===== src/design/ptrang_pkg.sv =====
// ----------------------------------------------------------------------------
// Pointer angle package
// Item types, fixed-point formats and the arctangent table of the CORDIC.
// ----------------------------------------------------------------------------
package ptrang_pkg;

  // Coordinate and angle formats
  localparam int COORD_BITS      = 12;
  localparam int ANGLE_FRAC_BITS = 8;
  localparam int ANGLE_W         = 17;
  localparam int TURN_W          = 32;
  localparam int XY_FRAC         = 32;
  // sign, coordinate magnitude, headroom for the CORDIC gain, fraction
  localparam int XY_W            = COORD_BITS + 4 + XY_FRAC;
  localparam int DEG_W           = 9;
  localparam int DEG_PROD_W      = TURN_W + DEG_W;
  localparam int SCALE_W         = DEG_PROD_W + 16;
  localparam logic [DEG_W-1:0] DEG_FULL = 9'd360;

  // Binary angle constants, one full turn is 2^32
  localparam logic [TURN_W-1:0] TURN_ZERO     = 32'h0000_0000;
  localparam logic [TURN_W-1:0] TURN_QUARTER  = 32'h4000_0000;
  localparam logic [TURN_W-1:0] TURN_HALF     = 32'h8000_0000;
  localparam logic [TURN_W-1:0] TURN_3QUARTER = 32'hC000_0000;

  // Configuration port
  localparam int ADDR_W = 3;
  localparam int DATA_W = 32;
  localparam logic REG_CENTER_X = 1'b0;
  localparam logic REG_CENTER_Y = 1'b1;

  typedef struct packed {
    logic [COORD_BITS-1:0] pointer_x;
    logic [COORD_BITS-1:0] pointer_y;
  } in_item_t;

  typedef struct packed {
    logic [ANGLE_W-1:0] angle_q8;
    logic               at_center;
  } out_item_t;

  // Vector and angle carried through the rotation stages
  typedef struct packed {
    logic                   bypass;
    logic                   at_center;
    logic signed [XY_W-1:0] x;
    logic signed [XY_W-1:0] y;
    logic [TURN_W-1:0]      z;
  } rot_t;

  // atan(2^-i) in binary angle units, rounded to nearest
  function automatic logic [TURN_W-1:0] atan_turns(input logic [4:0] idx);
    logic [TURN_W-1:0] val;
    case (idx)
      5'd0:  val = 32'h2000_0000;
      5'd1:  val = 32'h12E4_051E;
      5'd2:  val = 32'h09FB_385B;
      5'd3:  val = 32'h0511_11D4;
      5'd4:  val = 32'h028B_0D43;
      5'd5:  val = 32'h0145_D7E1;
      5'd6:  val = 32'h00A2_F61E;
      5'd7:  val = 32'h0051_7C55;
      5'd8:  val = 32'h0028_BE53;
      5'd9:  val = 32'h0014_5F2F;
      5'd10: val = 32'h000A_2F98;
      5'd11: val = 32'h0005_17CC;
      5'd12: val = 32'h0002_8BE6;
      5'd13: val = 32'h0001_45F3;
      5'd14: val = 32'h0000_A2FA;
      5'd15: val = 32'h0000_517D;
      5'd16: val = 32'h0000_28BE;
      5'd17: val = 32'h0000_145F;
      5'd18: val = 32'h0000_0A30;
      5'd19: val = 32'h0000_0518;
      5'd20: val = 32'h0000_028C;
      5'd21: val = 32'h0000_0146;
      5'd22: val = 32'h0000_00A3;
      5'd23: val = 32'h0000_0051;
      5'd24: val = 32'h0000_0029;
      5'd25: val = 32'h0000_0014;
      5'd26: val = 32'h0000_000A;
      5'd27: val = 32'h0000_0005;
      5'd28: val = 32'h0000_0003;
      5'd29: val = 32'h0000_0001;
      5'd30: val = 32'h0000_0001;
      default: val = 32'h0000_0000;
    endcase
    return val;
  endfunction

endpackage


===== src/design/ptrang_prep.sv =====
// ----------------------------------------------------------------------------
// Pointer angle front stage
// Forms the offset from the centre, folds the left half plane and flags the
// centre and axis cases, then registers the start vector.
// ----------------------------------------------------------------------------
module ptrang_prep (
  input  logic                                 clk,
  input  logic                                 rst,
  input  logic                                 in_valid,
  output logic                                 in_ready,
  input  ptrang_pkg::in_item_t                 in_data,
  input  logic [ptrang_pkg::COORD_BITS-1:0]    center_x,
  input  logic [ptrang_pkg::COORD_BITS-1:0]    center_y,
  output logic                                 out_valid,
  input  logic                                 out_ready,
  output ptrang_pkg::rot_t                     out_data
);

  logic signed [ptrang_pkg::COORD_BITS:0] dx;
  logic signed [ptrang_pkg::COORD_BITS:0] dy;
  logic signed [ptrang_pkg::COORD_BITS:0] fx;
  logic signed [ptrang_pkg::COORD_BITS:0] fy;
  logic signed [ptrang_pkg::XY_W-1:0]     wx;
  logic signed [ptrang_pkg::XY_W-1:0]     wy;
  logic                                   left;
  ptrang_pkg::rot_t                       start;

  // Offset with y turned to grow upward
  assign dx = $signed({1'b0, in_data.pointer_x}) - $signed({1'b0, center_x});
  assign dy = $signed({1'b0, center_y}) - $signed({1'b0, in_data.pointer_y});

  // Turn left half plane vectors by half a turn
  assign left = dx[ptrang_pkg::COORD_BITS];
  assign fx   = left ? -dx : dx;
  assign fy   = left ? -dy : dy;
  assign wx   = ptrang_pkg::XY_W'(fx);
  assign wy   = ptrang_pkg::XY_W'(fy);

  always_comb begin
    start.at_center = (dx == '0) && (dy == '0);
    start.bypass    = (dx == '0) || (dy == '0);
    start.x         = wx <<< ptrang_pkg::XY_FRAC;
    start.y         = wy <<< ptrang_pkg::XY_FRAC;
    // Exact angles on the axes, rotation start angle otherwise
    if (start.at_center) begin
      start.z = ptrang_pkg::TURN_ZERO;
    end else if (dy == '0) begin
      start.z = left ? ptrang_pkg::TURN_HALF : ptrang_pkg::TURN_ZERO;
    end else if (dx == '0) begin
      start.z = dy[ptrang_pkg::COORD_BITS] ? ptrang_pkg::TURN_3QUARTER
                                            : ptrang_pkg::TURN_QUARTER;
    end else begin
      start.z = left ? ptrang_pkg::TURN_HALF : ptrang_pkg::TURN_ZERO;
    end
  end

  // Advance when the register is empty or drains this cycle
  assign in_ready = !out_valid || out_ready;

  always_ff @(posedge clk) begin
    if (rst) begin
      out_valid <= 1'b0;
    end else if (in_ready) begin
      out_valid <= in_valid;
    end
    if (in_ready && in_valid) begin
      out_data <= start;
    end
  end

endmodule


===== config.mk =====
export PLATFORM = sky130hd
export DESIGN_NAME = ptrang_prep
export DESIGN_NICKNAME = d
export VERILOG_FILES = /design/src/design/ptrang_pkg.sv /design/src/design/ptrang_prep.sv
export SDC_FILE = /design/constraint.sdc
export NUM_CORES = 1
export LEC_CHECK = 0
export ABC_CLOCK_PERIOD_IN_PS = 5210
export BUFFER_PORTS_ARGS = -buffer_cell sky130_fd_sc_hd__buf_2
export CORE_ASPECT_RATIO = 1.4
export CORE_UTILIZATION = 31
export DETAILED_ROUTE_END_ITERATION = 10
export HOLD_SLACK_MARGIN = 0.15
export SLEW_MARGIN = 5
export SYNTH_ARGS = -nofsm -noshare
export SYNTH_HDL_FRONTEND = slang
export SYNTH_SLANG_ARGS = --single-unit

===== constraint.sdc =====
create_clock -name clk -period 5.21 [get_ports clk]
set_clock_uncertainty 0.2 [all_clocks]
set_input_delay 0.7815 -clock clk [delete_from_list [all_inputs] [get_ports clk]]
set_output_delay 0.7815 -clock clk [all_outputs]
set_load 0.05 [all_outputs]

## Yosys cells after proc, flatten, opt, wreduce, memory -nomap -nowiden

Cells that the tools add are included.

- Bits of input ports: 52
- Output and inout port bits: 132
- Logic and storage cells: 23
- Bits in registers: 61

- Add/subtract/negate cells: 4
- Multiplexer cells: 6
- Reduce and logical (&&, ||, !) cells: 7

Operator list:

| operator | number |
|---|---|
| $mux 32 | 4 |
| $logic_not 13->1 | 2 |
| $mux 13 | 2 |
| $neg 13->13 | 2 |
| $sub 12x12->13 | 2 |
| $logic_and 1x1->1 | 2 |
| $logic_or 1x1->1 | 2 |
| $logic_not 1->1 | 1 |

## Depth between registers and ports, before layout

- Depth in word-level cells: 4
- Gate-level depth with buffers: 12
- Depth with buffers taken out: 12

## Worst setup path after synthesis

Ideal clock, no wire load.

- Kind: input to register
- From: in in_data[12] (netlist name)
- To: reg out_data[129] (netlist name), data pin
- Path buffers: 0
- Library setup time: 143 ps
- Stages: 11
- Arrival time: 3254 ps
- Slack: 1613 ps
- Data required time: 4867 ps
- Cells stage by stage: inv_1 ha_1 fa_1 nor2b_1 o21ai_2 and2b_1 xnor2_1 or3_1 or3_4 or4_4 o21ai_2

RTL lines:

| element | line | RTL |
|---|---|---|
| start: declaration | ptrang_prep.sv:11 | `input ptrang_pkg::in_item_t in_data,` |
| end signal: assignment | ptrang_prep.sv:67 | `out_data <= start;` |
| end: declaration | ptrang_prep.sv:16 | `output ptrang_pkg::rot_t out_data` |

## Worst setup path in the final report

- From: in center_y[0] (netlist name)
- To: reg out_data[30] (netlist name), data pin

- Longest elaborated chain between the ends: 3
- Elaborated cells on any way between the ends: 4
- Classes of those cells: add/sub (1); mux (1); reduce/logical (2)

Ends and longest elaborated chain:

| element | line | RTL |
|---|---|---|
| start: declaration | ptrang_prep.sv:13 | `input logic [ptrang_pkg::COORD_BITS-1:0] center_y,` |
| $sub 12x12->13 * | ptrang_prep.sv:30 | `assign dy = $signed({1'b0, center_y}) - $signed({1'b0, in_data.pointer_y});` |
| $logic_not 13->1 * | ptrang_prep.sv:40, ptrang_prep.sv:47 |  |
| $mux 32 / $logic_and 1x1->1 (equally long branches) | ptrang_prep.sv:47, ptrang_prep.sv:40 |  |

Every way passes the cells marked *; elsewhere a longest branch is shown, timed or not.
A chain may end at the register's enable or synchronous reset.

==> summary.txt <==
Drt
  – Mean routed wirelength per cell: 11.4 um
  – Via count: 2,702
  – Initial DRC count: 67
  – Residual DRC: 0
  – Avg Vias per Cell: 4.33
  – Antenna Violating Nets Remaining: 0
  – Drt first pass iters: 4
  – Total wire length: 7100 um

Clocking
  – Max Root-Sink Buffers: 2
  – Clk root buf: clkbuf_16
  – Clock transition at path regs: 50 ps
  – H-tree depth: 2
  – Setup bufs post-CTS: 0
  – # hold bufs at CTS: 0
  – CTS tree: yes
  – Post-CTS sizing: 0
  – CTS sink count: 31
  – CTS buffer count: 5
  – Clk Latency, worst-skew pair: 280 ps

STA
  – Final hold viol count: 0
  – Least-Margin Pin Slew: 569 ps
  – Headroom to the max-slew limit: 61.5%
  – Tcrit/Tclk final: 72.2%
  – Fin crit period: 3760 ps
  – Setup TNS Final: 0 ps
  – Setup Viol. Count Final: 0
  – Fin. max-slew vios: 0
  – F_max: 266 MHz
  – RSZ-0062 raised after global routing: false

Outcome
  – Status: complete, no violations

Finish
  – Nets: 562
  – Antenna fix cells: 0
  – Area grow syn2layout: 10.5%
  – Share of post-route cells with drive strength above 1: 23.8%

Critical path
  – Critical path data required time: 5040 ps
  – Crit path launch type: input port
  – Worst r2r path cells: 3
  – Worst-path fanout max: 4
  – Crit path DAT: about 3600 ps
  – CP Class: in2reg
  – Crit. End Element: flop

Synth
  – Synthesized area: 3520 sq um
  – Yosys warnings: 0
  – Register area share after synthesis: 26.2%
  – Top cells by count, synth: buf_4, inv_1, edfxtp_1, ha_1, a21oi_1
  – Post-synth EDFFs: 30
  – Top-count cell post-synth: buf_4
  – Post-synth top area share: 25.6%
  – Main synth FF type: edfxtp_1
  – Synth area leader: edfxtp_1
  – Post-synthesis cell type count: 59
  – Cells taking the most area after synthesis: edfxtp_1, buf_4, ha_1
  – Post-Syn Area per Cell: 8.86 sq um
  – Syn Inst Count: 397
  – #FFs+latches synth: 31
  – Async S/R FF share, synth: 0%

Power
  – Total Power: approximately 1.3 mW
  – Switching power total: 0.601 mW
  – Clk pwr share: 24.8%
  – Power Internal: around 0.7 mW
  – Seq pwr share: 26.1%
  – Leak pwr: around 1.9 nW
  – P per Cell Area: 338 nW/um^2
  – Logic pwr share: 49.1%
  – Switching Share: 45.7%
  – Maximum VDD drop: 134 uV

Global routing
  – Largest net degree at the start of global routing: 31
  – Tot GR Track Use: 11.8%
  – Initial antenna violation count: 0
  – First-pass GRT wire length: 11,000 um
  – Remaining global-route overflow: 0
  – Number of global-route vias before repair: 2,472

Placed design
  – Buffers on Ports: slightly below 90
  – HPWL Detailed: 5980 um
  – RD Place Congestion: roughly 0.81

Hold path
  – Hold Path Class: reg2reg
  – Hold-critical path depth: 2

Flow run
  – Max-Cap Viols: 0

Die
  – Initial core utilization: 32.2%
  – Die X-Extent: 92.0 um
  – Die Y: 128 um
  – Row count: 45
  – Die area: 11,800 sq um
  – # IOs: 184
  – Core area: 10,900 sq um
-- placed cells by master, fill, tap and decap left out, types with 3 or more instances in the layout --
cell	count
conb_1	94
nand3_1	8
o21ai_2	3
xnor2_1	21
buf_2	89
inv_1	37
o2111ai_1	3
a21o_1	9
o21ai_0	13
or3_1	3
xor2_1	17
o21a_1	3
ha_1	26
a21oi_1	24
nor2_1	17
nand2_1	19
clkbuf_16	5
nor3_1	5
edfxtp_1	30
nor2b_1	4
-- cell type report --
class | count | area [sq um]
clock inverter | 3 | 38.8
inverter | 37 | 139
multi-input combinational | 316 | 2030
sequential | 31 | 921
clock buffer | 5 | 125
fill | 1137 | 7040
tap | 141 | 176
timing repair buffer | 91 | 460
-- critical path, stage by stage --
cell and delay [ps]:
buf_2 100, inv_1 40, ha_1 180, inv_1 60
fa_1 400, a21oi_1 280, nor2_1 120, o311ai_0 490
a21oi_1 200, xor2_1 220, a2111oi_2 330, nand2_1 180
and3_1 200
-- flip-flops by register name, indices dropped and copies added (netlist names) --
register,cells
out_data,30
out_valid,1
-- power by group through the flow --
stage               clock network [mW]  logic (mW)  registers [mW]
floorplan                            0       0.461           0.481
global placement                     0       0.640           0.349
detailed placement                   0       0.645           0.349
CTS                              0.336       0.647           0.344
global route                     0.340       0.690           0.347
finish                           0.325       0.645           0.343
-- metal layers --
layer	global-route usage, %	vias up	share of wire (%)
met4	4.78	0	2.1
met5	0	-	0
met1	11.4	1224	36
met3	1.96	11	6.8
met2	24.2	127	56
li1	-	1340	-
-- kinds of logic after synthesis --
kind of cell    Yosys count  synth area share (%)
buf+inv                 143                  26.1
compound gates           82                  16.6
simple gates             73                  10.8
xor+xnor                 38                  9.46
flops                    31                  26.2
fa+ha+maj                28                  10.4
other cells               1                 0.107
mux                       1                 0.320
-- stage by stage --
step | instance area [sq um] | utilization (%) | std cells | hold slack, ps | setup WS, ps
final | 3890 | 35.6 | 624 | 316 | 1450
after global routing | 3890 | 35.6 | 624 | 343 | 1260
after CTS | 3890 | 35.6 | 624 | 316 | 1400
after detailed placement | 3720 | 34.1 | 616 | 308 | 1120
after global placement | 3720 | 34.1 | 616 | 286 | 1210
after floorplan | 3870 | - | 490 | 651 | 1610
-- final timing paths --
check | startpoint | to | slack [ps]
worst min register to register | out_valid | out_valid | 320
worst max register to register | out_valid | out_data[66] | 3780
worst max-delay path | center_y[0] | out_data[30] | 1450
worst min-delay path | out_valid | out_valid | 320
(Power assumes the default switching activity.)
