[config.mk]
export PLATFORM = sky130hd
export DESIGN_NAME = ptrang_scale
export DESIGN_NICKNAME = d
export VERILOG_FILES = /design/src/design/ptrang_pkg.sv /design/src/design/ptrang_scale.sv
export SDC_FILE = /design/constraint.sdc
export NUM_CORES = 1
export LEC_CHECK = 0
export BUFFER_PORTS_ARGS = -buffer_cell sky130_fd_sc_hd__clkbuf_2
export CAP_MARGIN = 25
export CELL_PAD_IN_SITES_DETAIL_PLACEMENT = 2
export CELL_PAD_IN_SITES_GLOBAL_PLACEMENT = 2
export CORE_UTILIZATION = 28
export CTS_BUF_LIST = sky130_fd_sc_hd__clkbuf_8
export CTS_CLUSTER_DIAMETER = 80
export CTS_CLUSTER_SIZE = 14
export DETAILED_ROUTE_END_ITERATION = 12
export PLACE_DENSITY_LB_ADDON = 0.1
export SLEW_MARGIN = 0
export SYNTH_ARGS = -nofsm -noshare
export SYNTH_HDL_FRONTEND = slang
export SYNTH_SLANG_ARGS = --single-unit
[constraint.sdc]
create_clock -name clk -period 4.4 [get_ports clk]
set_input_delay 0.88 -clock clk [delete_from_list [all_inputs] [get_ports clk]]
set_output_delay 0.88 -clock clk [all_outputs]
set_load 0.02 [all_outputs]
[src/design/ptrang_pkg.sv]
// ----------------------------------------------------------------------------
// Pointer angle package
// Item types, fixed-point formats and the arctangent table of the CORDIC.
// ----------------------------------------------------------------------------
package ptrang_pkg;

  // Coordinate and angle formats
  localparam int COORD_BITS      = 12;
  localparam int ANGLE_FRAC_BITS = 8;
  localparam int ANGLE_W         = 17;
  localparam int TURN_W          = 32;
  localparam int XY_FRAC         = 32;
  // sign, coordinate magnitude, headroom for the CORDIC gain, fraction
  localparam int XY_W            = COORD_BITS + 4 + XY_FRAC;
  localparam int DEG_W           = 9;
  localparam int DEG_PROD_W      = TURN_W + DEG_W;
  localparam int SCALE_W         = DEG_PROD_W + 16;
  localparam logic [DEG_W-1:0] DEG_FULL = 9'd360;

  // Binary angle constants, one full turn is 2^32
  localparam logic [TURN_W-1:0] TURN_ZERO     = 32'h0000_0000;
  localparam logic [TURN_W-1:0] TURN_QUARTER  = 32'h4000_0000;
  localparam logic [TURN_W-1:0] TURN_HALF     = 32'h8000_0000;
  localparam logic [TURN_W-1:0] TURN_3QUARTER = 32'hC000_0000;

  // Configuration port
  localparam int ADDR_W = 3;
  localparam int DATA_W = 32;
  localparam logic REG_CENTER_X = 1'b0;
  localparam logic REG_CENTER_Y = 1'b1;

  typedef struct packed {
    logic [COORD_BITS-1:0] pointer_x;
    logic [COORD_BITS-1:0] pointer_y;
  } in_item_t;

  typedef struct packed {
    logic [ANGLE_W-1:0] angle_q8;
    logic               at_center;
  } out_item_t;

  // Vector and angle carried through the rotation stages
  typedef struct packed {
    logic                   bypass;
    logic                   at_center;
    logic signed [XY_W-1:0] x;
    logic signed [XY_W-1:0] y;
    logic [TURN_W-1:0]      z;
  } rot_t;

  // atan(2^-i) in binary angle units, rounded to nearest
  function automatic logic [TURN_W-1:0] atan_turns(input logic [4:0] idx);
    logic [TURN_W-1:0] val;
    case (idx)
      5'd0:  val = 32'h2000_0000;
      5'd1:  val = 32'h12E4_051E;
      5'd2:  val = 32'h09FB_385B;
      5'd3:  val = 32'h0511_11D4;
      5'd4:  val = 32'h028B_0D43;
      5'd5:  val = 32'h0145_D7E1;
      5'd6:  val = 32'h00A2_F61E;
      5'd7:  val = 32'h0051_7C55;
      5'd8:  val = 32'h0028_BE53;
      5'd9:  val = 32'h0014_5F2F;
      5'd10: val = 32'h000A_2F98;
      5'd11: val = 32'h0005_17CC;
      5'd12: val = 32'h0002_8BE6;
      5'd13: val = 32'h0001_45F3;
      5'd14: val = 32'h0000_A2FA;
      5'd15: val = 32'h0000_517D;
      5'd16: val = 32'h0000_28BE;
      5'd17: val = 32'h0000_145F;
      5'd18: val = 32'h0000_0A30;
      5'd19: val = 32'h0000_0518;
      5'd20: val = 32'h0000_028C;
      5'd21: val = 32'h0000_0146;
      5'd22: val = 32'h0000_00A3;
      5'd23: val = 32'h0000_0051;
      5'd24: val = 32'h0000_0029;
      5'd25: val = 32'h0000_0014;
      5'd26: val = 32'h0000_000A;
      5'd27: val = 32'h0000_0005;
      5'd28: val = 32'h0000_0003;
      5'd29: val = 32'h0000_0001;
      5'd30: val = 32'h0000_0001;
      default: val = 32'h0000_0000;
    endcase
    return val;
  endfunction

endpackage

[src/design/ptrang_scale.sv]
// ----------------------------------------------------------------------------
// Pointer angle output stage
// Scales the binary angle to degrees with fraction bits and holds the result
// item in the output register.
// ----------------------------------------------------------------------------
module ptrang_scale (
  input  logic                  clk,
  input  logic                  rst,
  input  logic                  in_valid,
  output logic                  in_ready,
  input  ptrang_pkg::rot_t      in_data,
  output logic                  out_valid,
  input  logic                  out_ready,
  output ptrang_pkg::out_item_t out_data
);

  logic [ptrang_pkg::DEG_PROD_W-1:0] prod;
  logic [ptrang_pkg::SCALE_W-1:0]    scaled;
  ptrang_pkg::out_item_t             res_next;

  // Degrees = turns * 360 * 2^frac / 2^32, truncated
  assign prod   = ptrang_pkg::DEG_PROD_W'(in_data.z) *
                  ptrang_pkg::DEG_PROD_W'(ptrang_pkg::DEG_FULL);
  assign scaled = ptrang_pkg::SCALE_W'(prod) << ptrang_pkg::ANGLE_FRAC_BITS;

  always_comb begin
    res_next.at_center = in_data.at_center;
    res_next.angle_q8  = in_data.at_center ? '0
                         : scaled[ptrang_pkg::TURN_W +: ptrang_pkg::ANGLE_W];
  end

  assign in_ready = !out_valid || out_ready;

  always_ff @(posedge clk) begin
    if (rst) begin
      out_valid <= 1'b0;
    end else if (in_ready) begin
      out_valid <= in_valid;
    end
    if (in_ready && in_valid) begin
      out_data <= res_next;
    end
  end

endmodule

# After elaboration in Yosys (flattened, before gate mapping)
# Index checks and enable logic that the tools add are counted.
# classes
n_mul,1
reduce_logical,3
# op_table
op,n
$mul 32x6->38 const B,1
$logic_and 1x1->1,1
$logic_not 1->1,1
$logic_or 1x1->1,1
# totals
register_bits,19
output_inout_bits,20
wordCells,7

# Logic depth before layout (Yosys ltp)
# logic_depth
word_depth,3
depth_mapped,14
depth_no_buf,14

# Worst setup path after synthesis
# No wires, ideal clock.
# synth_path
path_kind,input -> register
from,in in_data[16] in the netlist's numbering
to,"reg out_data[16] in the netlist's numbering, data pin"
arrival_ps,4003
slack_ps,137
stages,14
n_path_buf,1
path_cell_list,ha_1 > inv_1 > fa_1 > fa_1 > inv_1 > ha_1 > buf_6 > a21oi_2 > o21ai_2 > a221o_1 > a31oi_4 > o311ai_1 > o21bai_1 > mux2_4
# synth_via
elab_chain_cells,1
# synth_rtl
element,line,text
start: declaration,ptrang_scale.sv:11,"input ptrang_pkg::rot_t in_data,"
$mul 32x6->38,ptrang_scale.sv:22,assign prod = ptrang_pkg::DEG_PROD_W'(in_data.z) *
end signal: assignment,ptrang_scale.sv:41,out_data <= res_next;
end: declaration,ptrang_scale.sv:14,output ptrang_pkg::out_item_t out_data
# No other way between the ends.
# A chain may end at the register's enable or synchronous reset.

# Worst setup path after layout
# layout_path
from,in in_data[25] in the netlist's numbering
to,"reg out_data[17] in the netlist's numbering, data pin"
# The elaborated chain is that of the path after synthesis.

==> results.md <==
- Result of the run: complete, no violations
- DRC Markers: 0
- Hold Violations, Final: 0
- Sequential-to-total area share from yosys stat: 0.123
- Number of H-tree levels: 1
- Worst r2r src: out_valid$_SDFFE_PP0N_
- Standard-cell rows: between 40 and 50
- Total global-route track usage: 0.168
- Slew @ Worst Pin: 0.754 ns
- Worst setup startpoint: in_data[25]
- Total Negative Setup Slacks: 0 ns
- Most used flip-flop cell after synthesis: sky130_fd_sc_hd__edfxtp_1
- Max-capacitance violation count: 0
- GP Congestion: about 0.75
- Number of cells traversed by the worst register-to-register path: 2
- Relative max-transition margin: 0.497
- Setup skew after layout: 0.00110 ns
- IR drop worst, VDD: 0.109 mV
- Yosys top cell area share: 0.226
- Crit path capture type: flop
- I/O pin total: 154
- Worst path required time: 4.39 ns
- Register bit count reported by yosys: 19
- First DRT Iteration DRCs: 94
- Per-cell routed wire length: 14.9 um
- Routed via count divided by cell count: 4.66
- Clock Root Buffer: sky130_fd_sc_hd__clkbuf_8
- Routed vias: 4,102
- Dominant cell type by area after synthesis: sky130_fd_sc_hd__ha_1
- Clock slew seen by the registers of the worst setup and hold paths: 0.07 ns
- Number of optimization iterations in the first detailed-route pass: 4
- Endpoint arrival time on the critical path: roughly 4.3 ns
- Worst setup SP type: input port
- Yosys warning count: 0
- Synthesized netlist net count: 777
- Number of cells on the worst hold path: 2
- Share of flip-flops with an asynchronous set or reset after synthesis: 0
- Floorplan die area: ~17,000 um2
- Launch point of the worst hold path: out_valid$_SDFFE_PP0N_
- Period Utilization, post-route: 0.969
- Cell area after synthesis: ~4500 um2
- Slack of the worst reg-to-reg path: 2.99 ns
- Pwr per Cell Area: 486 nW/um2
- Power Total: 2.84 mW
- Die extent in y: 129 um
- Achievable Freq: 235 MHz
- Worst Hold Path EP: out_valid$_SDFFE_PP0N_
- Total gr overflow: 0
- Critical-path maximum fanout: 2
- Initial antenna violation count: 0
- CORE AREA: 15,900 um2
- Final setup violating endpoints: 0
- Filler cells: 1,861
- Sum of net half-perimeters after detailed placement: 12.3 mm
- Bufs on Longest Clock Path: 2
- Effective utilization at floorplan: 0.286
- Hold Path Class: flop to flop
- Critical path class: input port to flop
- Layout Area Growth over Synthesis: 28.9%
- Mean instance size in the synthesized netlist: 8.80 um2
- # clock sinks: 19
- Number of buffers added by the clock tree synthesis step: 3
- Critical R2R Capture: out_data[1]$_SDFFCE_PP0P_
- Total Nets Final: 926
- Worst-skew pair later-pin latency: approximately 0.25 ns
- Quantity of I/O buffers inserted on ports: 56
- Library cells used by synthesis: 66
- Pins Over Slew Limit: 0
- Final antenna-violating net count: 0
- Post-synth EDFFs: 18
- Detailed-route wire length: 13.1 mm
- Hold-fix buffers, CTS: 0
- Die X-Extent: approximately 130 um
- Ranking of synthesized cells by area: sky130_fd_sc_hd__ha_1 (23%), sky130_fd_sc_hd__fa_1 (20%), sky130_fd_sc_hd__edfxtp_1 (12%), sky130_fd_sc_hd__inv_1 (9.1%), sky130_fd_sc_hd__a21oi_1 (4.6%)
- Number of global-route vias before repair: about 4,600
- Number of antenna repair diodes: 0
- Shortest period the worst path allows: 4.26 ns
- Maximum number of pins on one net before global-route repair: 29
- TritonCTS clock tree: done
- Core occupancy in the finished layout: 0.368
- Synth Instances: 516
- Wire length of the first global-routing pass: 22.5 mm
- Fraction of final layout cells sized beyond drive strength 1: 0.279
- Static leakage: 3.07 nW
[metrics by stage]
stage	std cells	hold WS, ns	instance area [um2]	setup WS, ns
after global routing	880	0.569	5850	-0.00176
after CTS	879	0.525	5790	0.0861
after detailed placement	875	0.515	5740	-0.188
final	880	0.520	5850	0.137
after floorplan	516	0.729	4540	0.137
after global placement	875	0.492	5740	-0.143
[final cells by class]
type / instances / area, um2 / area share
multi-input combinational: 377 / 3550 / 0.606
timing repair buffer: 154 / 1020 / 0.174
sequential: 19 / 561 / 0.0958
inverter: 110 / 413 / 0.0705
tap: 216 / 270 / 0.0462
clock buffer: 3 / 41.3 / 0.00705
clock inverter: 1 / 3.75 / 0.000641
[cell usage after synthesis (4+ instances only)]
cell type,count
sky130_fd_sc_hd__nand2_1,29
sky130_fd_sc_hd__a31oi_1,4
sky130_fd_sc_hd__nor2_1,34
sky130_fd_sc_hd__a21o_1,11
sky130_fd_sc_hd__xnor2_1,8
sky130_fd_sc_hd__xor2_1,13
sky130_fd_sc_hd__nor3_1,4
sky130_fd_sc_hd__o21ai_0,8
sky130_fd_sc_hd__o21bai_1,5
sky130_fd_sc_hd__nand4_1,5
sky130_fd_sc_hd__fa_1,45
sky130_fd_sc_hd__a21oi_1,42
sky130_fd_sc_hd__nand2b_1,6
sky130_fd_sc_hd__edfxtp_1,18
sky130_fd_sc_hd__o21a_1,4
sky130_fd_sc_hd__a211oi_1,4
sky130_fd_sc_hd__ha_1,82
sky130_fd_sc_hd__inv_1,110
sky130_fd_sc_hd__nand3_1,10
sky130_fd_sc_hd__o211ai_1,5
sky130_fd_sc_hd__o21ai_1,4
[flip-flops by register name (all words and copies together), names as in the netlist]
name	count
out_data	18
out_valid	1
[power breakdown]
group	internal [mW]	switching, mW
logic	1.11	1.33
registers	0.274	0.0125
clock network	0.0618	0.0516
total	1.45	1.39
[placed cells by master, fill, tap and decap left out, drive strengths merged, types with 13 or more instances in the layout]
| master | synthesis | layout |
|---|---|---|
| fa | 45 | 45 |
| o21ai | 13 | 13 |
| clkbuf | 7 | 59 |
| nor2 | 34 | 34 |
| buf | 3 | 98 |
| nand2 | 29 | 29 |
| inv | 110 | 111 |
| a21oi | 45 | 45 |
| xor2 | 13 | 13 |
| ha | 82 | 82 |
| edfxtp | 18 | 18 |
[critical path, cell delays in order]
cell	delay [ns]
sky130_fd_sc_hd__clkbuf_2	0.09
sky130_fd_sc_hd__ha_1	0.28
sky130_fd_sc_hd__inv_1	0.11
sky130_fd_sc_hd__fa_1	0.45
sky130_fd_sc_hd__fa_1	0.51
sky130_fd_sc_hd__inv_1	0.04
sky130_fd_sc_hd__ha_1	0.30
sky130_fd_sc_hd__a21o_1	0.21
sky130_fd_sc_hd__a21o_1	0.20
sky130_fd_sc_hd__a2111o_1	0.43
sky130_fd_sc_hd__and4_4	0.19
sky130_fd_sc_hd__a211oi_2	0.25
sky130_fd_sc_hd__xor2_2	0.22
sky130_fd_sc_hd__nor2_1	0.06
[timing repair]
item / in CTS / in global routing
endpoints found under the setup margin: 0 / 10
buffers inserted: 0 / 1
gates resized for setup: 0 / 15
[how the worst max path moves through the flow]
stage	depth (start not counted)	endpoint	slack, ns
2_1_floorplan	14	out_data[16]$_SDFFCE_PP0P_	0.14
3_3_place_gp	14	out_data[12]$_SDFFCE_PP0P_	-0.14
3_5_place_dp	14	out_data[16]$_SDFFCE_PP0P_	-0.19
4_1_cts	14	out_data[10]$_SDFFCE_PP0P_	0.09
5_1_grt	16	out_data[14]$_SDFFCE_PP0P_	-0.002
6_report	14	out_data[17]$_SDFFCE_PP0P_	0.14
[metal layers]
metal	global-route usage	routed length, um
met5	0	0
met4	0.0180	24
met3	0.00413	167
met2	0.297	6300
met1	0.235	6650
[kinds of logic (layout without fill, tap and decap cells)]
kind of cell	after synthesis	in the layout	share of synthesized area
XOR/XNOR	21	21	0.0405
adder cells (fa/ha/maj)	128	128	0.427
AND/OR/NAND/NOR	105	105	0.111
AO/OA/AOI/OAI	117	117	0.176
flip-flops	19	19	0.123
multiplexers	6	6	0.0152
buffers and inverters	120	268	0.108
No activity file was read; power rests on OpenSTA's default activity.
