### config.mk
export PLATFORM = sky130hd
export DESIGN_NAME = ptrang_stage
export DESIGN_NICKNAME = d
export VERILOG_FILES = /design/src/design/ptrang_pkg.sv /design/src/design/ptrang_stage.sv
export SDC_FILE = /design/constraint.sdc
export NUM_CORES = 1
export LEC_CHECK = 0
export BUFFER_PORTS_ARGS = -buffer_cell sky130_fd_sc_hd__clkbuf_2
export CORE_MARGIN = 4
export CORE_UTILIZATION = 37
export DETAILED_ROUTE_END_ITERATION = 12
export HOLD_SLACK_MARGIN = 0.05
export MAX_ROUTING_LAYER = met4
export PLACE_DENSITY_LB_ADDON = 0.25
export SYNTH_ARGS = -nofsm -noshare
export SYNTH_HDL_FRONTEND = slang
export SYNTH_SLANG_ARGS = --single-unit
### constraint.sdc
create_clock -name clk -period 12.97 [get_ports clk]
set_clock_uncertainty 0.2 [all_clocks]
set_input_delay 3.891 -clock clk [delete_from_list [all_inputs] [get_ports clk]]
set_output_delay 3.891 -clock clk [all_outputs]
set_load 0.02 [all_outputs]
### src/design/ptrang_pkg.sv
// ----------------------------------------------------------------------------
// Pointer angle package
// Item types, fixed-point formats and the arctangent table of the CORDIC.
// ----------------------------------------------------------------------------
package ptrang_pkg;

  // Coordinate and angle formats
  localparam int COORD_BITS      = 12;
  localparam int ANGLE_FRAC_BITS = 8;
  localparam int ANGLE_W         = 17;
  localparam int TURN_W          = 32;
  localparam int XY_FRAC         = 32;
  // sign, coordinate magnitude, headroom for the CORDIC gain, fraction
  localparam int XY_W            = COORD_BITS + 4 + XY_FRAC;
  localparam int DEG_W           = 9;
  localparam int DEG_PROD_W      = TURN_W + DEG_W;
  localparam int SCALE_W         = DEG_PROD_W + 16;
  localparam logic [DEG_W-1:0] DEG_FULL = 9'd360;

  // Binary angle constants, one full turn is 2^32
  localparam logic [TURN_W-1:0] TURN_ZERO     = 32'h0000_0000;
  localparam logic [TURN_W-1:0] TURN_QUARTER  = 32'h4000_0000;
  localparam logic [TURN_W-1:0] TURN_HALF     = 32'h8000_0000;
  localparam logic [TURN_W-1:0] TURN_3QUARTER = 32'hC000_0000;

  // Configuration port
  localparam int ADDR_W = 3;
  localparam int DATA_W = 32;
  localparam logic REG_CENTER_X = 1'b0;
  localparam logic REG_CENTER_Y = 1'b1;

  typedef struct packed {
    logic [COORD_BITS-1:0] pointer_x;
    logic [COORD_BITS-1:0] pointer_y;
  } in_item_t;

  typedef struct packed {
    logic [ANGLE_W-1:0] angle_q8;
    logic               at_center;
  } out_item_t;

  // Vector and angle carried through the rotation stages
  typedef struct packed {
    logic                   bypass;
    logic                   at_center;
    logic signed [XY_W-1:0] x;
    logic signed [XY_W-1:0] y;
    logic [TURN_W-1:0]      z;
  } rot_t;

  // atan(2^-i) in binary angle units, rounded to nearest
  function automatic logic [TURN_W-1:0] atan_turns(input logic [4:0] idx);
    logic [TURN_W-1:0] val;
    case (idx)
      5'd0:  val = 32'h2000_0000;
      5'd1:  val = 32'h12E4_051E;
      5'd2:  val = 32'h09FB_385B;
      5'd3:  val = 32'h0511_11D4;
      5'd4:  val = 32'h028B_0D43;
      5'd5:  val = 32'h0145_D7E1;
      5'd6:  val = 32'h00A2_F61E;
      5'd7:  val = 32'h0051_7C55;
      5'd8:  val = 32'h0028_BE53;
      5'd9:  val = 32'h0014_5F2F;
      5'd10: val = 32'h000A_2F98;
      5'd11: val = 32'h0005_17CC;
      5'd12: val = 32'h0002_8BE6;
      5'd13: val = 32'h0001_45F3;
      5'd14: val = 32'h0000_A2FA;
      5'd15: val = 32'h0000_517D;
      5'd16: val = 32'h0000_28BE;
      5'd17: val = 32'h0000_145F;
      5'd18: val = 32'h0000_0A30;
      5'd19: val = 32'h0000_0518;
      5'd20: val = 32'h0000_028C;
      5'd21: val = 32'h0000_0146;
      5'd22: val = 32'h0000_00A3;
      5'd23: val = 32'h0000_0051;
      5'd24: val = 32'h0000_0029;
      5'd25: val = 32'h0000_0014;
      5'd26: val = 32'h0000_000A;
      5'd27: val = 32'h0000_0005;
      5'd28: val = 32'h0000_0003;
      5'd29: val = 32'h0000_0001;
      5'd30: val = 32'h0000_0001;
      default: val = 32'h0000_0000;
    endcase
    return val;
  endfunction

endpackage

### src/design/ptrang_stage.sv
// ----------------------------------------------------------------------------
// Pointer angle rotation stage
// One vectoring micro-rotation of the CORDIC with its pipeline register.
// ----------------------------------------------------------------------------
module ptrang_stage #(
  parameter int IDX = 0
) (
  input  logic              clk,
  input  logic              rst,
  input  logic              in_valid,
  output logic              in_ready,
  input  ptrang_pkg::rot_t  in_data,
  output logic              out_valid,
  input  logic              out_ready,
  output ptrang_pkg::rot_t  out_data
);

  localparam logic [4:0] TAB_IDX = 5'(IDX);

  logic signed [ptrang_pkg::XY_W-1:0] xs;
  logic signed [ptrang_pkg::XY_W-1:0] ys;
  logic [ptrang_pkg::TURN_W-1:0]      step;
  ptrang_pkg::rot_t                   rot_next;

  // Floor shifts of the incoming vector
  assign xs   = in_data.x >>> IDX;
  assign ys   = in_data.y >>> IDX;
  assign step = ptrang_pkg::atan_turns(TAB_IDX);

  // Rotate toward the x axis, hold axis and centre items
  always_comb begin
    rot_next = in_data;
    if (!in_data.bypass) begin
      if (!in_data.y[ptrang_pkg::XY_W-1]) begin
        rot_next.x = in_data.x + ys;
        rot_next.y = in_data.y - xs;
        rot_next.z = in_data.z + step;
      end else begin
        rot_next.x = in_data.x - ys;
        rot_next.y = in_data.y + xs;
        rot_next.z = in_data.z - step;
      end
    end
  end

  assign in_ready = !out_valid || out_ready;

  always_ff @(posedge clk) begin
    if (rst) begin
      out_valid <= 1'b0;
    end else if (in_ready) begin
      out_valid <= in_valid;
    end
    if (in_ready && in_valid) begin
      out_data <= rot_next;
    end
  end

endmodule

## After elaboration in Yosys (flattened, before gate mapping)

Index checks and enable logic that the tools add are counted.

| cells by class | value |
|---|---|
| reduce and logical (&&, ||, !) cells | 3 |
| multiplexer cells | 2 |
| $add $sub $neg | 5 |

Operators by type and width:

| cell | count |
|---|---|
| $mux W128 | 2 |
| $sub A48 B48 Y48 | 2 |
| $add A48 B48 Y48 | 1 |
| $add A32 B30 Y32 const B | 1 |
| $sub A32 B30 Y32 const B | 1 |
| $logic_and A1 B1 Y1 | 1 |
| $logic_not A1 Y1 | 1 |
| $logic_or A1 B1 Y1 | 1 |

| storage, ports and cells | value |
|---|---|
| register bits | 131 |

## Longest topological paths before layout

Gate-level depths: netlist of run 1.

| logic depth | value |
|---|---|
| depth after elaboration | 3 |
| depth in mapped cells | 14 |
| gate-level depth less buffers | 13 |

## Worst setup path after synthesis of run 1

OpenSTA, ideal clock, no wires.

| timing | value |
|---|---|
| path type | input port to output port |
| start | in out_ready |
| end | out in_ready |
| stages on the path | 1 |
| slack | 4757 ps |
| arrival time | 4122 ps |
| required time | 8879 ps |
| cells stage by stage | nand2b_1 |

| on the way | value |
|---|---|
| cells in the longest elaborated chain, start to end | 1 |

RTL lines:

| item | line | RTL |
|---|---|---|
| start, declared | ptrang_stage.sv:14 | `input logic out_ready,` |
| $logic_or A1 B1 Y1 | ptrang_stage.sv:46 | `assign in_ready = !out_valid \|\| out_ready;` |
| end, declared | ptrang_stage.sv:11 | `output logic in_ready,` |

Every way passes these cells.

## Final worst setup path of run 1

Ends and elaborated chain as after synthesis.

==> impl_metrics.toml, run 1 <==
[finish]
fill_cells = 3801
drive_gt1_frac = 0.175
final_util = 0.439
multi_input_area_sq_um = 9130
fin_nets = 2216
area_delta_synth_final_pct = 16.2
antenna-diode-count = 0
regArea_sq_um = 3920

[clock_network]
clk_path_buf_depth = 2
path_clk_slew_ns = 0.06
cts_setup_buffers = 0
cts_made_buffers = 17
numClockSinks = 131
clk-insertion-delay-late_ns = 0.45
cts_resized = 0
ctsHoldBuffers = 0
cts_tree = "yes"
root_buffer = "clkbuf_16"
htreeDepth = 4

[critical_path]
start_kind = "input port"
r2r_cells = 3
worstPathArrival_ns = 4.29
cp-startpoint = "out_ready"
worstPathCellList = "clkbuf_2 -> nand2b_1 -> clkbuf_2"
critPathMaxFanout = 3
criticalPathCategory = "in2out"
r2r_start = "out_valid"
critPathMaxStageDelay_ns = 0.16
crit_path_frequent_cell = "clkbuf_2"
crit_family = "buffers and inverters"
path_buf_inv = 2
cp.depth = 3
cpMaxStageDelayCell = "nand2b_1"
cp-end-kind = "primary output"
required_ns = 8.88

[global_routing]
grt_max_degree = 86
antenna_found_initial = 0
track_usage = 0.249
grt-ovfl-total = 0
grt_pass1_wl_microns = 78300
first_global_vias = 13700

[sta]
grt_setup_unrepaired = "false"
hold_viol = 0
final.setup.tns_ns = 0
finalMaxSlewViolations = 0
period_needed_ns = 8.38
setup_violations = 0
max_freq_mhz = 119
maxSlewHeadroom = 0.387
tightest_slew_ns = 0.920
period_share = 0.646

[drt]
via_count = 13600
drt_pass1_iterations = 5
avgRoutedWirePerCell_microns = 20.9
drcViolationCount = 0
drt-total-wl_microns = 51000
initialDrtViolationCount = 794
ant_nets = 0
avgViaCountPerCell = 5.57

[power_and_ir_drop]
leakage_uw = 0.00714
pwr-share-seq = 0.318
clockPowerShare = 0.293
switching_power_uw = 669
peakVddDrop_mv = 0.0951
p_int_uw = 999
comb_power_share = 0.389
power.density_nw_per_um2 = 103
power.share.switching = 0.401

[floorplanning]
rows = 70
dieWidth_microns = 202
initial_utilization = 0.378
fp.dieArea_sq_um = 40900
die_h_microns = 202
io_pins = 266
core_area_sq_um = 37000

[yosys]
synth_area_leaders = "edfxtp_1, ha_1, a21oi_1"
syn_nets = 2009
synth_seq_cells = 131
synth_top_flop_cell = "edfxtp_1"
synth_seq_area_share = 0.281
synth_cells = 1714
synth_edf_count = 130
ys_types = 81
synth_area_sq_um = 14000
yosys_warnings = 0
synth_area_per_cell_sq_um = 8.15
yosysTopAreaCellShare = 0.279
ys_top_cells_by_count = "a21oi_1, ha_1, inv_1"
synth.most_common_cell = "a21oi_1"
async_reset_ff_frac = 0
synth_top_cell_by_area = "edfxtp_1"

[worst_hold_path]
worstHoldStart = "out_valid"
min_path_cells = 2
hold_path_class = "reg2reg"

[run_status]
outcome = "complete, no violations"

[placed_design]
hpwl_microns = 40500
numPortBuffers = 265
globalplace.congestion = 0.956

[flow_run]
maxCapViolCount = 0
-- cells by family (layout without fill, tap and decap cells) --
kind of cell,after synthesis,in the layout,share of synthesized area
muxes,46,46,0.0334
and+or+nand+nor,463,463,0.159
buffers and inverters,239,459,0.0660
adders and majority gates,161,161,0.146
AOI/OAI and AO/OA,582,582,0.257
xor gates and xnor gates,92,92,0.0577
DFF,131,131,0.281
-- stage by stage --
stage / worst slack, ns / hold WS, ns / total power (uW) / instances / cell area, sq um
after floorplan: 4.76 / 0.529 / 975 / 1714 / 14000
after global placement: 4.59 / 0.315 / 1180 / 2406 / 15700
after detailed placement: 4.59 / 0.336 / 1180 / 2406 / 15700
after CTS: 4.59 / 0.343 / 1680 / 2438 / 16200
after global routing: 4.56 / 0.385 / 1760 / 2438 / 16200
final: 4.59 / 0.339 / 1670 / 2438 / 16200
-- cells in the final DEF (no fill, tap or decap), types with 24 or more instances in the layout --
cell	Yosys	routed
o21ai_0	115	115
o21ai_1	27	27
a21oi_1	211	211
mux2i_1	41	41
nor3_1	50	50
clkbuf_2	0	263
edfxtp_1	130	130
ha_1	157	157
nand4_1	27	27
a211oi_1	24	24
nor2_1	141	141
a21o_1	30	30
o21bai_1	40	40
nand2_1	120	120
xnor2_1	79	79
inv_1	146	146
nor2b_1	24	24
-- state kept, by name, summed over array words and instances, names as in the netlist --
register	flops
out_data	130
out_valid	1
-- power groups by stage --
stage / sequential, uW / combinational, uW / clock, uW
after floorplan: 591 / 384 / 0
after global placement: 539 / 640 / 0
after detailed placement: 539 / 641 / 0
after CTS: 530 / 645 / 505
after global routing: 534 / 706 / 522
final: 530 / 649 / 489
-- final cells by class --
cell class | count | share of cell area
clock buffers | 17 | 0.0262
multi-input cells | 1344 | 0.562
clock inverters | 15 | 0.00963
repair buffers | 273 | 0.0857
flip-flops and latches | 131 | 0.242
well taps | 504 | 0.0388
inverters | 154 | 0.0356
-- tightest hold or removal path, stage by stage (launching register included) --
cell and delay, ns:
dfxtp_1 0.31, nand2b_1 0.10, a21oi_1 0.08
-- per-layer routing --
metal	wire, microns	vias to the layer above	GRT usage
met5	0	-	-
li1	-	6583	-
met4	1580	0	0.0822
met1	21400	6435	0.296
met2	25100	467	0.430
met3	2920	92	0.0427
-- final timing paths --
path,endpoint,slack (ns)
worst max register to register,out_data[103],10.84
worst max-delay path,in_ready,4.59
worst min register to register,out_valid,0.34
worst min-delay path,out_valid,0.34
No activity file was read; power rests on OpenSTA's default activity.
==> run 2: changes to the inputs <==
Settings changed: ABC_AREA set to 1.
Clock period 12.97 ns to 7.61 ns, I/O delays scaled along.
==> impl_metrics.toml, run 2 <==
[finish]
drive_gt1_frac = 0.136
regMostFlops = "out_data"
fin_nets = 3541
design_area_sq_um = 20300
fin_cells = 3876
mostFrequentLayoutCell = "nand2_1"
largest_register_ffs = 130
area_delta_synth_final_pct = 12.1
reg_top3 = "out_data: 130 flops, out_valid: 1 flops"
mostFrequentLayoutCells = "nand2_1, inv_1, clkbuf_2"

[yosys]
yosys_warnings = 0
syn_nets = 3334
synth.most_common_cell = "nand2_1"
ys_top_cells_by_count = "nand2_1, inv_1, nand3_1"
synth_area_per_cell_sq_um = 5.96
synth_area_sq_um = 18100
synth_edf_count = 130
async_reset_ff_frac = 0
synth_seq_area_share = 0.217
synth_seq_cells = 131
synth_area_leaders = "nand2_1, edfxtp_1, inv_1"
ys_types = 44
synth_cells = 3039
yosysTopAreaCellShare = 0.234
synth_top_flop_cell = "edfxtp_1"
synth_top_cell_by_area = "nand2_1"

[power_and_ir_drop]
clockPowerShare = 0.256
comb_power_share = 0.455
pwr-share-seq = 0.289
leakage_uw = 0.0112
total_power_uw = 3090
p_int_uw = 1680
power.share.switching = 0.457
power.density_nw_per_um2 = 152
peakVddDrop_mv = 0.101
switching_power_uw = 1420

[critical_path]
critPathMaxFanout = 2
criticalPathCategory = "in2out"
start_kind = "input port"
required_ns = 5.13
worstPathArrival_ns = 2.69
cp-end-kind = "primary output"

[run_status]
outcome = "complete, no violations"

[global_routing]
track_usage = 0.312
grt_pass1_wl_microns = 119000
grt_max_degree = 66
grt-ovfl-total = 0
gr-usage-met2 = 0.468
grtUsageMet3 = 0.0549
first_global_vias = 18900
antenna_found_initial = 2
top_usage_layer = "met2"
met1_usage = 0.419

[placed_design]
hpwl_microns = 69300
dp.cells = 3842
dpl_cell_area_sq_um = 19800
globalplace.congestion = 1.06
numPortBuffers = 265

[clock_network]
numClockSinks = 131
cts_resized = 0
clk-insertion-delay-late_ns = 0.48
cts_tree = "yes"
cts_made_buffers = 17
ctsHoldBuffers = 0
htreeDepth = 4
clk_path_buf_depth = 2
root_buffer = "clkbuf_16"
path_clk_slew_ns = 0.06
cts_setup_buffers = 0

[floorplanning]
core_area_sq_um = 48000
initial_utilization = 0.377
io_pins = 266
dieWidth_microns = 229
rows = 80
fp.dieArea_sq_um = 52500
die_h_microns = 229

[worst_hold_path]
hold_path_class = "reg2reg"

[drt]
avgRoutedWirePerCell_microns = 21.1
drcViolationCount = 0
avgViaCountPerCell = 5.17
initialDrtViolationCount = 2092
ant_nets = 0
drt_pass1_iterations = 6
via_count = 20000
drt-total-wl_microns = 81900

[sta]
final.setup.tns_ns = 0
maxSlewHeadroom = 0.408
max_freq_mhz = 193
grt_setup_unrepaired = "false"
hold_viol = 0
finalMaxSlewViolations = 0
tightest_slew_ns = 0.889
period_share = 0.680
period_needed_ns = 5.17
setup_violations = 0

[flow_run]
maxCapViolCount = 0
## run 2: cell types whose count changed after synthesis, moves of 24 or more
cell | previous run | this run
xnor2_1 | 79 | 4
nor2b_1 | 24 | 0
inv_1 | 146 | 535
nand2_2 | 0 | 27
nand2_1 | 120 | 1131
nor2_2 | 0 | 52
clkbuf_1 | 52 | 28
mux2i_1 | 41 | 0
a211oi_1 | 24 | 0
a21oi_1 | 211 | 144
nor3_1 | 50 | 3
nor2_1 | 141 | 215
nand3_1 | 15 | 224
a21o_1 | 30 | 4
## run 2: power by group through the flow
stage | Sequential (uW) | Clock (uW) | Combinational, uW
6_report | 893 | 792 | 1410
5_1_grt | 900 | 842 | 1530
4_1_cts | 895 | 818 | 1380
3_5_place_dp | 909 | 0 | 1370
3_3_place_gp | 909 | 0 | 1380
2_1_floorplan | 988 | 0 | 821
## run 2: critical path, cell delays in order
cell and delay, ns:
clkbuf_2 0.08, inv_1 0.10, nand2_1 0.08, clkbuf_2 0.16
## run 2: final timing paths
check,end,depth (start not counted),start,slack (ns)
max,in_ready,4,out_ready,2.44
min,out_valid,2,out_valid,0.33
max reg2reg,out_data[88],2,out_valid,5.51
min reg2reg,out_valid,2,out_valid,0.33
## run 2: stage by stage
stage | setup WS, ns | hold WS, ns | util
CTS | 2.44 | 0.337 | 0.422
global placement | 2.10 | 0.330 | 0.411
finish | 2.44 | 0.331 | 0.422
global route | 2.40 | 0.358 | 0.422
detailed placement | 2.12 | 0.328 | 0.411
floorplan | 0.841 | 0.518 | -
## run 2: layout make-up
type	instances	area, sq um
Clock buffer	19	433
Multi-Input combinational cell	2266	11600
Inverter	557	2090
Clock inverter	13	103
Sequential cell	131	3920
Antenna cell	2	5.00
Tap cell	615	769
Fill cell	5489	27800
Timing Repair Buffer	273	1390
## run 2: per-layer routing
metal	routed length [microns]	share of wire
met5	0	0
met4	3380	0.041
met3	6190	0.076
met2	35500	0.43
met1	36900	0.45
## run 2: cell families after synthesis
kind of cell | Yosys count | synth area share
flops | 131 | 0.217
buf+inv | 642 | 0.145
fa+ha+maj | 161 | 0.113
xor+xnor | 38 | 0.0184
simple gates | 1735 | 0.405
compound gates | 332 | 0.103
==> run 3: changes to the inputs <==
Clock period 7.61 ns to 4.4 ns, I/O delays scaled along.
==> impl_metrics.toml, run 3 (synthesis results as in run 2) <==
[drt]
ant_nets = 0
drt_pass1_iterations = 6
drcViolationCount = 0
drt-total-wl_microns = 80000
avgViaCountPerCell = 5.16
via_count = 20400
avgRoutedWirePerCell_microns = 20.2
initialDrtViolationCount = 2211

[global_routing]
track_usage = 0.304
grt_pass1_wl_microns = 117000
first_global_vias = 18900
grt_max_degree = 78
antenna_found_initial = 3
grt-ovfl-total = 0

[clock_network]
cts_setup_buffers = 0
root_buffer = "clkbuf_16"
cts_resized = 0
clk_path_buf_depth = 2
numClockSinks = 131
clk-insertion-delay-late_ns = 0.49
htreeDepth = 4
cts_tree = "yes"
path_clk_slew_ns = 0.07
cts_made_buffers = 17
ctsHoldBuffers = 0

[sta]
tightest_slew_ns = 0.693
max_freq_mhz = 256
period_needed_ns = 3.90
final.setup.tns_ns = 0
maxSlewHeadroom = 0.538
hold_viol = 0
setup_violations = 0
period_share = 0.887
grt_setup_unrepaired = "false"
finalMaxSlewViolations = 0

[run_status]
outcome = "complete, no violations"

[power_and_ir_drop]
peakVddDrop_mv = 0.275
leakage_uw = 0.0117
power.density_nw_per_um2 = 268
total_power_uw = 5630

[finish]
design_area_sq_um = 21000
fin_cells = 3956
fill_cells = 5353
drive_gt1_frac = 0.157
regMostFlops = "out_data"
largest_register_ffs = 130
fin_nets = 3620
mostFrequentLayoutCells = "nand2_1, inv_1, clkbuf_2"
reg_top3 = "out_data: 130 flops, out_valid: 1 flops"
final_util = 0.438
area_delta_synth_final_pct = 16.1
mostFrequentLayoutCell = "nand2_1"

[critical_path]
criticalPathCategory = "in2reg"
start_kind = "input port"
critPathMaxStageDelay_ns = 0.46
cpMaxStageDelayCell = "fa_1"
critPathMaxFanout = 5
required_ns = 4.45
crit_path_frequent_cell = "nand2_1"
cp-end-kind = "flop"
worstPathCellList = "clkbuf_2 -> inv_1 -> ha_1 -> fa_1 -> inv_1 -> a21oi_2 -> inv_1 -> nand2_1 -> nand2_1 -> nand2_1 -> nand2_1 -> nand2_1 -> nand2_1 -> nand2_1 -> nand3_1 -> nand2_1 -> nand2_1 -> nand2_1"
worstPathArrival_ns = 3.96

[floorplanning]
initial_utilization = 0.377
dieWidth_microns = 229
fp.dieArea_sq_um = 52500
die_h_microns = 229
io_pins = 266
core_area_sq_um = 48000
rows = 80

[placed_design]
dpl_cell_area_sq_um = 20400
numPortBuffers = 265
hpwl_microns = 67200
globalplace.congestion = 1.07
dp.cells = 3921

[flow_run]
maxCapViolCount = 0

[worst_hold_path]
hold_path_class = "reg2reg"
==> run 3: worst paths after layout <==
path / cells after the start / slack, ns / endpoint / startpoint
worst max-delay path: 18 / 0.50 / out_data[64] / in_data[32]
worst max register to register: 2 / 2.81 / out_data[91] / out_valid
worst min-delay path: 2 / 0.34 / out_valid / out_valid
worst min register to register: 2 / 0.34 / out_valid / out_valid
==> run 3: critical path, delay by kind of cell <==
kind,cells,cell delay (ns)
AND/OR/NAND/NOR,11,0.97
buffers and inverters,4,0.73
adder cells (fa/ha/maj),2,0.73
AO/OA/AOI/OAI,1,0.20
==> run 3: metrics by stage <==
| stage | setup slack [ns] | hold WS, ns |
|---|---|---|
| 3_5_place_dp | 0.0469 | 0.333 |
| 2_1_floorplan | 0.195 | 0.540 |
| 4_1_cts | 0.597 | 0.344 |
| 6_report | 0.495 | 0.338 |
| 5_1_grt | 0.390 | 0.373 |
| 3_3_place_gp | 0.0391 | 0.327 |
==> run 3: layout make-up <==
| class | instances | area [sq um] | share of cell area |
|---|---|---|---|
| multi-input cells | 2266 | 11600 | 0.550 |
| flip-flops and latches | 131 | 3920 | 0.187 |
| inverters | 557 | 2090 | 0.0995 |
| repair buffers | 352 | 2040 | 0.0972 |
| well taps | 615 | 769 | 0.0366 |
| clock buffers | 17 | 425 | 0.0202 |
| clock inverters | 15 | 189 | 0.00898 |
| diodes | 3 | 7.51 | 0.000357 |
==> run 3: routing by layer <==
layer	part of all wire	global-route usage	wire length (microns)	vias to the layer above
li1	-	-	-	10000
met1	0.43	0.402	34600	9337
met2	0.43	0.460	34700	916
met3	0.087	0.0528	6970	145
met4	0.047	0.129	3750	0
met5	0	-	0	-
==> run 3: power by group <==
group,leakage [uW],internal [uW],switching [uW]
logic,0.0101,749,1750
registers,0.00127,1510,38.1
clock network,0.000304,862,713
total,0.0117,3120,2500
